==> config.mk <==
export PLATFORM = sky130hd
export DESIGN_NAME = int_to_ascii_formatter
export DESIGN_NICKNAME = d
export VERILOG_FILES = /design/src/hw/rtl/itoa_pkg.sv /design/src/hw/rtl/int_to_ascii_formatter.sv
export SDC_FILE = /design/constraint.sdc
export NUM_CORES = 1
export LEC_CHECK = 0
export ABC_AREA = 1
export BUFFER_PORTS_ARGS = -buffer_cell sky130_fd_sc_hd__buf_2
export CORE_MARGIN = 5
export CORE_UTILIZATION = 60
export DETAILED_ROUTE_END_ITERATION = 10
export PLACE_DENSITY = 0.77
export SYNTH_ARGS = -nofsm -noshare
export SYNTH_HDL_FRONTEND = slang
export SYNTH_SLANG_ARGS = --single-unit
==> constraint.sdc <==
create_clock -name clk -period 18.8 [get_ports clk]
set_clock_uncertainty 0.15 [all_clocks]
set_input_delay 1.88 -clock clk [delete_from_list [all_inputs] [get_ports clk]]
set_output_delay 1.88 -clock clk [all_outputs]
set_load 0.005 [all_outputs]
==> src/hw/rtl/itoa_pkg.sv <==
// Package for the integer-to-ASCII formatter: widths, character codes,
// divide-by-ten reciprocal and the sequencer state type.
// No dependencies.
package itoa_pkg;

	localparam int ValueW     = 32;
	localparam int PadW       = 4;
	localparam int CharW      = 8;
	localparam int DigitW     = 4;
	localparam int MaxDigits  = 10;
	localparam int CntW       = 4;
	localparam int InTdataW   = 40;
	localparam int ProdW      = 2 * ValueW;
	localparam int RecipShift = 35;

	localparam logic [PadW-1:0]   MaxPad    = 4'd9;
	localparam logic [ValueW-1:0] Recip10   = 32'hCCCC_CCCD;
	localparam logic [DigitW-1:0] DecBase   = 4'd10;
	localparam logic [CharW-1:0]  CharZero  = 8'h30;
	localparam logic [CharW-1:0]  CharA     = 8'h61;
	localparam logic [CharW-1:0]  CharMinus = 8'h2d;
	localparam logic [CharW-1:0]  CharSpace = 8'h20;

	typedef enum logic [2:0] {
		S_IDLE,
		S_FIRST,
		S_DIV,
		S_SIZE,
		S_SPACE,
		S_SIGN,
		S_ZERO,
		S_DIGIT
	} fmt_state_t;

endpackage

==> src/hw/rtl/int_to_ascii_formatter.sv <==
// Integer-to-ASCII formatter: signed 32-bit value to decimal or lower-case hex
// text, left padded with spaces or zeros. Depends on itoa_pkg.
//
// Sequence: after accepting an item, a quotient preload state, then one digit per step through the shared
// divide unit (reciprocal multiply for base ten, shift for base sixteen), a sizing state, then one
// character per cycle while the output is taken.
// A new item is accepted only when the sequencer is back in idle after its last character.
// Reset: arst_n clears the sequencer and output valid; the block then idles.
module int_to_ascii_formatter
	import itoa_pkg::*;
(
	input  logic                clk,
	input  logic                arst_n,
	// s_tdata: value[31:0], use_hex[32], pad_width[36:33], pad_zero[37], zeros
	input  logic [InTdataW-1:0] s_tdata,
	input  logic                s_tvalid,
	output logic                s_tready,
	// m_tdata: char_out[7:0]
	output logic [CharW-1:0]    m_tdata,
	output logic                m_tvalid,
	output logic                m_tlast,
	input  logic                m_tready
);

	fmt_state_t state_q, state_d;

	logic [ValueW-1:0] dividend_q;
	logic [ValueW-1:0] quot_q;
	logic              neg_q;
	logic              hex_q;
	logic              pad_zero_q;
	logic [PadW-1:0]   width_q;
	logic [PadW-1:0]   pad_q;
	logic [CntW-1:0]   nd_q;
	logic [DigitW-1:0] digit_q [MaxDigits];

	logic              m_tvalid_q;
	logic [CharW-1:0]  m_tdata_q;
	logic              m_tlast_q;

	logic              out_free;
	logic              load_in;
	logic              div_step;
	logic              size_step;
	logic              emit_fire;
	logic              pad_dec;
	logic              digit_pop;
	logic [CharW-1:0]  emit_char;
	logic              emit_last;

	logic [ValueW-1:0] div_in;
	logic [ProdW-1:0]  prod;
	logic [ValueW-1:0] div_out;
	logic [DigitW-1:0] q_times10;
	logic [DigitW-1:0] new_digit;
	logic [CntW-1:0]   text_len;
	logic [PadW-1:0]   pad_calc;
	logic [ValueW-1:0] in_value;
	logic [PadW-1:0]   in_width;
	logic [CharW-1:0]  digit_char;

	assign out_free = !m_tvalid_q || m_tready;
	assign s_tready = (state_q == S_IDLE);
	assign m_tvalid = m_tvalid_q;
	assign m_tdata  = m_tdata_q;
	assign m_tlast  = m_tlast_q;

	// Unpack the input transaction
	assign in_value = s_tdata[31:0];
	assign in_width = s_tdata[36:33];

	// Shared divide unit: quotient by the base
	assign div_in  = (state_q == S_FIRST) ? dividend_q : quot_q;
	assign prod    = div_in * Recip10;
	assign div_out = hex_q ? {4'b0000, div_in[ValueW-1:4]}
	                       : {3'b000, prod[ProdW-1:RecipShift]};

	// Remainder needs only the low nibble: x - 10*q modulo sixteen
	assign q_times10 = {quot_q[2:0], 1'b0} + {quot_q[0], 3'b000};
	assign new_digit = hex_q ? dividend_q[DigitW-1:0]
	                         : dividend_q[DigitW-1:0] - q_times10;

	// Field size and padding
	assign text_len = nd_q + {{(CntW-1){1'b0}}, neg_q};
	assign pad_calc = (width_q > text_len) ? (width_q - text_len) : '0;

	// Top digit as ASCII
	assign digit_char = (digit_q[0] < DecBase)
		? (CharZero + {4'b0000, digit_q[0]})
		: (CharA + {4'b0000, digit_q[0]} - {4'b0000, DecBase});

	// Next state
	always_comb begin
		state_d = state_q;
		unique case (state_q)
			S_IDLE: begin
				if (s_tvalid) state_d = S_FIRST;
			end
			S_FIRST: state_d = S_DIV;
			S_DIV: begin
				if (quot_q == '0) state_d = S_SIZE;
			end
			S_SIZE: begin
				if (pad_calc != '0 && !pad_zero_q) state_d = S_SPACE;
				else if (neg_q)                    state_d = S_SIGN;
				else if (pad_calc != '0)           state_d = S_ZERO;
				else                               state_d = S_DIGIT;
			end
			S_SPACE: begin
				if (out_free && pad_q == 4'd1) state_d = neg_q ? S_SIGN : S_DIGIT;
			end
			S_SIGN: begin
				if (out_free) state_d = (pad_zero_q && pad_q != '0) ? S_ZERO : S_DIGIT;
			end
			S_ZERO: begin
				if (out_free && pad_q == 4'd1) state_d = S_DIGIT;
			end
			S_DIGIT: begin
				if (out_free && nd_q == 4'd1) state_d = S_IDLE;
			end
			default: state_d = S_IDLE;
		endcase
	end

	// Sequencer outputs
	always_comb begin
		load_in   = 1'b0;
		div_step  = 1'b0;
		size_step = 1'b0;
		emit_fire = 1'b0;
		pad_dec   = 1'b0;
		digit_pop = 1'b0;
		emit_char = CharSpace;
		emit_last = 1'b0;
		unique case (state_q)
			S_IDLE:  load_in = s_tvalid;
			S_FIRST: ;
			S_DIV:   div_step = 1'b1;
			S_SIZE:  size_step = 1'b1;
			S_SPACE: begin
				emit_fire = out_free;
				pad_dec   = out_free;
				emit_char = CharSpace;
			end
			S_SIGN: begin
				emit_fire = out_free;
				emit_char = CharMinus;
			end
			S_ZERO: begin
				emit_fire = out_free;
				pad_dec   = out_free;
				emit_char = CharZero;
			end
			S_DIGIT: begin
				emit_fire = out_free;
				digit_pop = out_free;
				emit_char = digit_char;
				emit_last = (nd_q == 4'd1);
			end
			default: ;
		endcase
	end

	// Control registers
	always_ff @(posedge clk or negedge arst_n) begin
		if (!arst_n) begin
			state_q    <= S_IDLE;
			nd_q       <= '0;
			pad_q      <= '0;
			m_tvalid_q <= 1'b0;
		end else begin
			state_q <= state_d;
			if (load_in)        nd_q <= '0;
			else if (div_step)  nd_q <= nd_q + 4'd1;
			else if (digit_pop) nd_q <= nd_q - 4'd1;
			if (size_step)      pad_q <= pad_calc;
			else if (pad_dec)   pad_q <= pad_q - 4'd1;
			if (emit_fire)      m_tvalid_q <= 1'b1;
			else if (m_tready)  m_tvalid_q <= 1'b0;
		end
	end

	// Capture the item; hold the magnitude as unsigned, the most negative fits
	always_ff @(posedge clk) begin
		if (load_in) begin
			neg_q      <= in_value[ValueW-1];
			dividend_q <= in_value[ValueW-1] ? (~in_value + 32'd1) : in_value;
			hex_q      <= s_tdata[32];
			pad_zero_q <= s_tdata[37];
			width_q    <= (in_width > MaxPad) ? MaxPad : in_width;
		end else if (state_q == S_FIRST) begin
			quot_q <= div_out;
		end else if (div_step) begin
			dividend_q <= quot_q;
			quot_q     <= div_out;
		end
	end

	// Digit stack: push least significant first, pop most significant from the top
	always_ff @(posedge clk) begin
		if (div_step) begin
			digit_q[0] <= new_digit;
			for (int i = 1; i < MaxDigits; i++) begin
				digit_q[i] <= digit_q[i-1];
			end
		end else if (digit_pop) begin
			for (int i = 0; i < MaxDigits - 1; i++) begin
				digit_q[i] <= digit_q[i+1];
			end
		end
	end

	// Output register
	always_ff @(posedge clk) begin
		if (emit_fire) begin
			m_tdata_q <= emit_char;
			m_tlast_q <= emit_last;
		end
	end

`ifndef NO_ASSERTIONS
	// Accepting an item must leave the block busy on the next cycle
	assert property (@(posedge clk) disable iff (!arst_n)
		s_tvalid && s_tready |=> !s_tready)
		else $error("formatter accepted back to back items");

	// The digit count never passes the stack depth
	assert property (@(posedge clk) disable iff (!arst_n)
		nd_q <= CntW'(MaxDigits))
		else $error("digit stack overflow");

	// Digit emission only with digits left
	assert property (@(posedge clk) disable iff (!arst_n)
		state_q == S_DIGIT |-> nd_q != '0)
		else $error("digit emission with empty stack");

	// Last character returns the sequencer to idle
	assert property (@(posedge clk) disable iff (!arst_n)
		emit_fire && emit_last |=> state_q == S_IDLE)
		else $error("sequencer did not finish after last character");
`endif

endmodule
Word-level counts from Yosys, hierarchy flattened
Memory sizes are Yosys's and may differ from the RTL's.
Cells that the tools add are included.
Cells by class
  muxes and demuxes: 51
  bitwise gates (word level): 11
  reductions and logical operators: 21
  equal/unequal tests: 16
  divide/modulo/power cells: 0
  $mul: 1
  $lt $le $gt $ge: 3
  shift operators: 0
  add/subtract/negate cells: 11
Operators by type and width (number)
  2-to-1 mux 32 bit: 7
  multiplier 32 x 32 -> 64 bit (second input constant): 1
  2-to-1 mux 4 bit: 16
  adder 32 x 1 -> 32 bit (second input constant): 1
  logical NOT 32 bit: 1
  NOT 32 bit: 1
  2-to-1 mux 29 bit: 1
  case mux 3 bit (8 select lines): 1
  case mux 8 bit (3 select lines): 1
  2-to-1 mux 3 bit: 6
  2-to-1 mux 1 bit: 15
  inequality test 2 bit (second input constant): 7
  equality test 3 bit (second input constant): 4
  OR 1 bit: 9
  adder 7 x 4 -> 8 bit (first input constant): 1
  equality test 4 x 1 -> 1 bit (second input constant): 2
  2-to-1 mux 8 bit: 1
  nonzero test 2 bit: 4
  nonzero test 4 bit: 2
  subtractor 4 x 1 -> 4 bit (second input constant): 2
  subtractor 4 bit: 2
  subtractor 8 x 4 -> 8 bit (second input constant): 1
  adder 6 x 4 -> 7 bit (first input constant): 1
  equality test 3 x 2 -> 1 bit (second input constant): 2
  18 further kinds: 25
Word-level totals
  memories: 1
  memory bits (writable): 40
  bits in registers: 92
  latch bits: 0
  bits of input ports: 44
  output and inout bits: 11
  bits in read-only memories: 0
Memory list
  digit_q: words 10, bits a word 4, rd ports 10, clocked after Yosys merged registers in 0, write ports 10, line int_to_ascii_formatter.sv:35  | logic [DigitW-1:0] digit_q [MaxDigits];

Longest topological paths before layout
Gate-level depths: netlist of the first run.
  depth after elaboration: 8
  depth in mapped cells: 39
  depth with buffers taken out: 35

Worst setup path after synthesis of the first run
OpenSTA, ideal clock, no wires.
  path kind: reg2reg
  start point: register state_q[2]
  end point: register quot_q[19] (data pin)
  library setup time: 0.262 ns
  data required time: 18.388 ns
  period minus slack after synthesis: 7.502 ns
  stages on the path, launching flop included: 34
  buffers on the path: 4
  path slack: 11.298 ns
  data arrival time: 7.091 ns
  path through: dfrtp_1 > buf_4 > inv_4 > nand3_2 > inv_1 > buf_2 > buf_4 > buf_2 > nand2_1 > o21ai_0 > ha_1 > inv_1 > fa_1 > inv_1 > fa_1 > inv_1 > fa_1 > inv_1 > fa_1 > fa_1 > fa_1 > inv_1 > fa_1 > inv_1 > ha_1 > a21oi_1 > o21ai_0 > a21oi_1 > o21ai_0 > a21oi_1 > nand2_1 > or2_2 > nand3_1 > o21ai_0
Between the ends
  cells in the longest elaborated chain, start to end: 6
RTL lines
  start: declaration: line int_to_ascii_formatter.sv:25  | fmt_state_t state_q, state_d;
  start signal: assignment: line int_to_ascii_formatter.sv:172  | state_q <= state_d;
  equality test 3 x 1 -> 1 bit *: line int_to_ascii_formatter.sv:73  | assign div_in = (state_q == S_FIRST) ? dividend_q : quot_q;
  2-to-1 mux 32 bit *: line int_to_ascii_formatter.sv:73
  multiplier 32 x 32 -> 64 bit: line int_to_ascii_formatter.sv:74  | assign prod = div_in * Recip10;
  2-to-1 mux 29 bit *: line int_to_ascii_formatter.sv:75  | assign div_out = hex_q ? {4'b0000, div_in[ValueW-1:4]}
  net div_out[19]: line int_to_ascii_formatter.sv:53  | logic [ValueW-1:0] div_out;
  2-to-1 mux 32 bit: line int_to_ascii_formatter.sv:193  | end else if (div_step) begin
  2-to-1 mux 32 bit *: line int_to_ascii_formatter.sv:191  | end else if (state_q == S_FIRST) begin
  end signal: assignment: line int_to_ascii_formatter.sv:192  | quot_q <= div_out;
  end signal: assignment: line int_to_ascii_formatter.sv:195  | quot_q <= div_out;
  end: declaration: line int_to_ascii_formatter.sv:28  | logic [ValueW-1:0] quot_q;
Mark *: on every way through the listed nets, which the timed path passes. The rest lies on a longest branch. The select of a mux whose other input is x is not followed.
A chain may end at the register's enable or synchronous reset.

Final worst setup path of the first run
  start point: register state_q[2]
  end point: register quot_q[3] (data pin)
Same word-level chain as after synthesis.

==> results.py, run 1 <==
metrics = {
    "floorplan": {
        "die_w_um": 216,
        "fp.coreArea_um2": 41900,
        "die_h_um": 216,
        "row_count": 75,
        "start_util": 0.606,
        "dieArea_um2": 46500,
        "ios": 55,
    },
    "timing": {
        "relSlewSlack": 0.233,
        "tightest_slew_ns": 1.14,
        "slew_viol_final": 0,
        "min_period_ns": 9.52,
        "fmax_mhz": 105,
        "timing.final.ws_setup_ns": 9.28,
        "finalSetupTns_ns": 0,
        "grt_setup_unrepaired": "no",
        "hold_viol": 0,
        "setup_viol": 0,
        "fin_crit_sh": 0.507,
    },
    "setup_path": {
        "arrival_ns": 9.59,
        "crit_top_cell": "inv_1",
        "slowest_stage": "o21ai_1",
        "critPathKind": "flop to flop",
        "critPathLaunchType": "flop",
        "r2r_start": "state_q[2]",
        "cp_data_required_time_ns": 18.86,
        "critPathLaunch": "state_q[2]",
        "path_max_fanout": 47,
        "setup.worst_path.end_class": "flop",
        "critPathMaxStageDelay_ns": 0.58,
    },
    "min_path": {
        "min-delay-start": "digit_q[8][0]",
        "hp-class": "flop to flop",
    },
    "place": {
        "dp_cells": 3529,
        "place_ws_ns": 9.47,
        "gp_congestion": 1.05,
        "numPortBuffers": 51,
        "hpwl_um": 69000,
    },
    "synth": {
        "syn-num-nets": 3741,
        "ys_top_cells_by_area": "fa_1, ha_1, edfxtp_1",
        "synthFlopType": "edfxtp_1",
        "synth_cell_type_count": 57,
        "synth_seq_cells": 128,
        "synthesis.instances": 2951,
        "synth_top_area_share": 0.307,
        "synth-warning-count": 0,
        "async_flop_share": 0.0938,
        "synth_top_area_cell": "fa_1",
        "synth_edf_count": 116,
        "synth_seq_area_share": 0.149,
        "syn-cell-area_um2": 25400,
        "syn_avg_cell_area_um2": 8.60,
    },
    "global_routing": {
        "grt_pass1_wl_um": 121000,
        "grt_max_degree": 58,
        "grt_overflow": 0,
        "grt_use_total": 0.345,
        "antenna_found_initial": 0,
        "grt_pass1_vias": 20918,
    },
    "layout": {
        "instances_no_fill": 3561,
        "fin_nets": 3799,
        "area_delta_synth_final_pct": 6.10,
        "final_common_cell": "inv_1",
        "mostFrequentLayoutCells": "inv_1, nand2_1, fa_1",
        "diodes": 0,
        "drive_gt1_frac": 0.0493,
    },
    "cts": {
        "cts_tree": "yes",
        "cts_buffers": 17,
        "cts_setup_buffers": 0,
        "hold_buffers": 0,
        "cts_root_buf": "clkbuf_16",
        "cts_repair_resize_count": 0,
        "clock-sinks": 128,
        "clkLatencyLatePin_ns": 0.44,
        "clkTransAtPathRegs_ns": 0.06,
        "cts_buffer_depth": 2,
        "cts-htree-levels": 4,
    },
    "status": {
        "outcome": "complete, no violations",
    },
    "route": {
        "num_vias": 20057,
        "first_pass_iters": 6,
        "routed_wirelength_um": 78600,
        "wl_per_cell_um": 22.1,
        "drc": 0,
        "final_antenna_net_count": 0,
        "via_per_inst": 5.63,
        "drt_iter0_markers": 1863,
    },
    "run": {
        "maxCapViolations": 0,
    },
}
-- Yosys cell counts, types with 3 or more instances --
| library cell | n |
|---|---|
| nor2_1 | 164 |
| edfxtp_1 | 116 |
| nand3b_1 | 11 |
| inv_1 | 810 |
| nand3_1 | 67 |
| o21ai_2 | 9 |
| o31ai_1 | 4 |
| or2_1 | 3 |
| o21ai_0 | 174 |
| dfrtp_1 | 12 |
| a21boi_0 | 4 |
| o21a_1 | 4 |
| nand4_1 | 15 |
| xnor2_1 | 30 |
| clkbuf_1 | 24 |
| a211oi_1 | 4 |
| nor3_1 | 21 |
| ha_1 | 357 |
| buf_4 | 3 |
| nand2_1 | 421 |
| a21o_1 | 13 |
| nand2_2 | 7 |
| fa_1 | 389 |
| o22ai_1 | 5 |
| o21bai_1 | 14 |
| a21oi_1 | 127 |
| buf_2 | 8 |
| or2_2 | 5 |
| o21ai_1 | 16 |
| nor4_1 | 9 |
| xor2_1 | 61 |
| inv_2 | 3 |
| a31oi_1 | 7 |
| nand3_2 | 3 |
-- sequential cells by signal, summed over array words and instances (netlist names) --
name	cells
m_tdata	7
nd_q	4
pad_q	4
width_q	4
dividend_q	32
neg_q	1
hex_q	1
digit_q	40
state_q	3
pad_zero_q	1
quot_q	29
m_tvalid	1
m_tlast	1
-- area by class of cell --
type / instances / area, µm²
clock buffers: 19 / 433
multi-input cells: 1973 / 18400
well taps: 539 / 674
clock inverters: 13 / 165
inverters: 815 / 3060
flip-flops and latches: 128 / 3780
fillers: 3581 / 14900
repair buffers: 74 / 428
-- routing by layer --
metal	up-vias	share of wire	global-route usage
met2	823	0.47	0.566
met1	9815	0.41	0.462
li1	9252	-	-
met5	-	0	0
met4	0	0.054	0.144
met3	167	0.068	0.0534
-- path summary, 6_finish.rpt --
check / to / slack, ns / depth (start not counted)
worst min-delay path: digit_q[9][0] / 0.31 / 0
min in group asynchronous: pad_q[1] / 1.18 / 1
worst max-delay path: quot_q[3] / 9.28 / 30
worst max register to register: quot_q[3] / 9.28 / 30
max in group asynchronous: nd_q[3] / 17.08 / 1
worst min register to register: digit_q[9][0] / 0.31 / 0
-- cells by family (layout without fill, tap and decap cells) --
logic type | after synthesis | in the layout | share of synthesized area
AOI/OAI and AO/OA | 392 | 392 | 0.0855
DFF | 128 | 128 | 0.149
xor gates and xnor gates | 91 | 91 | 0.0314
and+or+nand+nor | 742 | 742 | 0.124
adders and majority gates | 746 | 746 | 0.483
buffers and inverters | 850 | 921 | 0.127
other | 2 | 2 | 0.000296
-- worst max-delay path, delay by kind of cell (launching register included) --
family	cells	cell delay, ns
AO/OA/AOI/OAI	6	1.85
AND/OR/NAND/NOR	4	0.79
adder cells (fa/ha/maj)	9	4.40
buffers and inverters	11	1.51
flip-flops	1	0.57
-- metrics by stage --
step | instance area, µm² | hold WS (ns) | utilization
final | 26900 | 0.311 | 0.643
after global routing | 26900 | 0.335 | 0.643
after CTS | 26900 | 0.310 | 0.643
after detailed placement | 26300 | 0.288 | 0.629
after global placement | 26300 | 0.292 | 0.629
after floorplan | 25400 | 0.277 | -
Power of run 1 is not shown: default switching activity piles up to over one toggle a cycle in this logic, so the estimate is an artifact.
==> inputs of run 2 (changes only) <==
PLACE_DENSITY = 0.8   (was 0.77)
clock period = 8 ns   (was 18.8 ns; I/O delays follow)
==> results.py, run 2 (synthesized netlist as in run 1, its figures left out) <==
metrics = {
    "setup_path": {
        "cp_data_required_time_ns": 8.02,
        "setup.worst_path.end_class": "flop",
        "critPathKind": "flop to flop",
        "crit_family": "adder cells",
        "slowest_stage": "fa_1",
        "crit_top_cell": "fa_1",
        "path_max_fanout": 15,
        "critPathLaunchType": "flop",
        "arrival_ns": 7.83,
        "crit_buf_inv": 14,
        "critPathMaxStageDelay_ns": 0.53,
        "reg2reg_slack_ns": 0.19,
    },
    "floorplan": {
        "dieArea_um2": 46500,
        "die_h_um": 216,
        "ios": 55,
        "start_util": 0.606,
        "row_count": 75,
        "fp.coreArea_um2": 41900,
        "die_w_um": 216,
    },
    "route": {
        "via_per_inst": 5.59,
        "first_pass_iters": 6,
        "drt_iter0_markers": 1829,
        "wl_per_cell_um": 21.6,
        "routed_wirelength_um": 82000,
        "drc": 0,
        "final_antenna_net_count": 0,
        "num_vias": 21254,
    },
    "cts": {
        "cts_buffer_depth": 2,
        "cts-htree-levels": 4,
        "cts_tree": "yes",
        "clkTransAtPathRegs_ns": 0.06,
        "clkLatencyLatePin_ns": 0.44,
        "cts_buffers": 17,
        "clock-sinks": 128,
        "cts_root_buf": "clkbuf_16",
    },
    "timing": {
        "hold_viol": 0,
        "grt_setup_unrepaired": "yes",
        "fin_crit_sh": 0.976,
        "min_period_ns": 7.81,
        "fmax_mhz": 128,
        "hold_slack_ns": 0.0910,
        "setup_viol": 0,
        "tightest_slew_ns": 0.895,
        "slew_viol_final": 0,
        "relSlewSlack": 0.402,
    },
    "layout": {
        "fin_nets": 4040,
        "diodes": 0,
        "top_register": "digit_q",
        "design_area_um2": 29000,
        "drive_gt1_frac": 0.143,
        "top_regs": "digit_q: 40 flops, dividend_q: 32 flops, quot_q: 29 flops",
        "area_delta_synth_final_pct": 14.5,
        "final_common_cell": "inv_1",
        "largest_reg_flops": 40,
        "mostFrequentLayoutCells": "inv_1, nand2_1, fa_1",
    },
    "place": {
        "numPortBuffers": 51,
        "place_area_um2": 28000,
        "gp_congestion": 1.06,
        "hpwl_um": 72500,
    },
    "global_routing": {
        "antenna_found_initial": 0,
        "grt_pass1_vias": 22165,
        "grt_use_total": 0.361,
        "grt_pass1_wl_um": 127000,
        "grt_max_degree": 58,
        "grt_overflow": 0,
    },
    "min_path": {
        "hp-class": "input port to asynchronous set/reset pin",
    },
    "status": {
        "outcome": "complete, no violations",
    },
    "run": {
        "maxCapViolations": 0,
    },
}
==> run 2: per-layer routing <==
| metal | global-route usage | vias to the layer above | share of wire |
|---|---|---|---|
| met5 | 0 | - | 0 |
| met4 | 0.204 | 0 | 0.071 |
| met3 | 0.0502 | 247 | 0.076 |
| met2 | 0.574 | 962 | 0.46 |
| met1 | 0.479 | 10323 | 0.39 |
| li1 | - | 9722 | - |
==> run 2: what timing repair did <==
item	in CTS	in global routing
endpoints found under the setup margin	4	29
hold endpoints to repair	0	0
hold buffers	0	0
resized for setup	1	111
buffers inserted	0	20
pin swaps	0	13
==> run 2: per-stage QoR <==
stage	util	worst slack, ns	instances	setup TNS [ns]
after floorplan	-	0.498	2951	0
after global placement	0.669	0.0495	3750	0
after detailed placement	0.669	-0.00814	3750	-0.00814
after CTS	0.682	0.0136	3782	0
after global routing	0.694	-0.103	3802	-0.756
final	0.694	0.189	3802	0
==> run 2: cell type report <==
cell class                 count  area, µm²
multi-input combinational   1973      18700
clock buffer                  19        433
fill                        3326      12800
tap                          539        674
sequential                   128       3780
inverter                     815       3070
clock inverter                13        106
timing repair buffer         315       2270
==> run 2: path summary, 6_finish.rpt <==
kind	startpoint	to	cells after the start
worst min register to register	digit_q[8][2]	digit_q[9][2]	0
worst min-delay path	arst_n	pad_q[2]	1
worst max register to register	state_q[1]	quot_q[12]	34
max in group asynchronous	arst_n	nd_q[0]	1
min in group clk	digit_q[8][2]	digit_q[9][2]	0
worst max-delay path	state_q[1]	quot_q[12]	34
Power of run 2 is left out for the same reason.
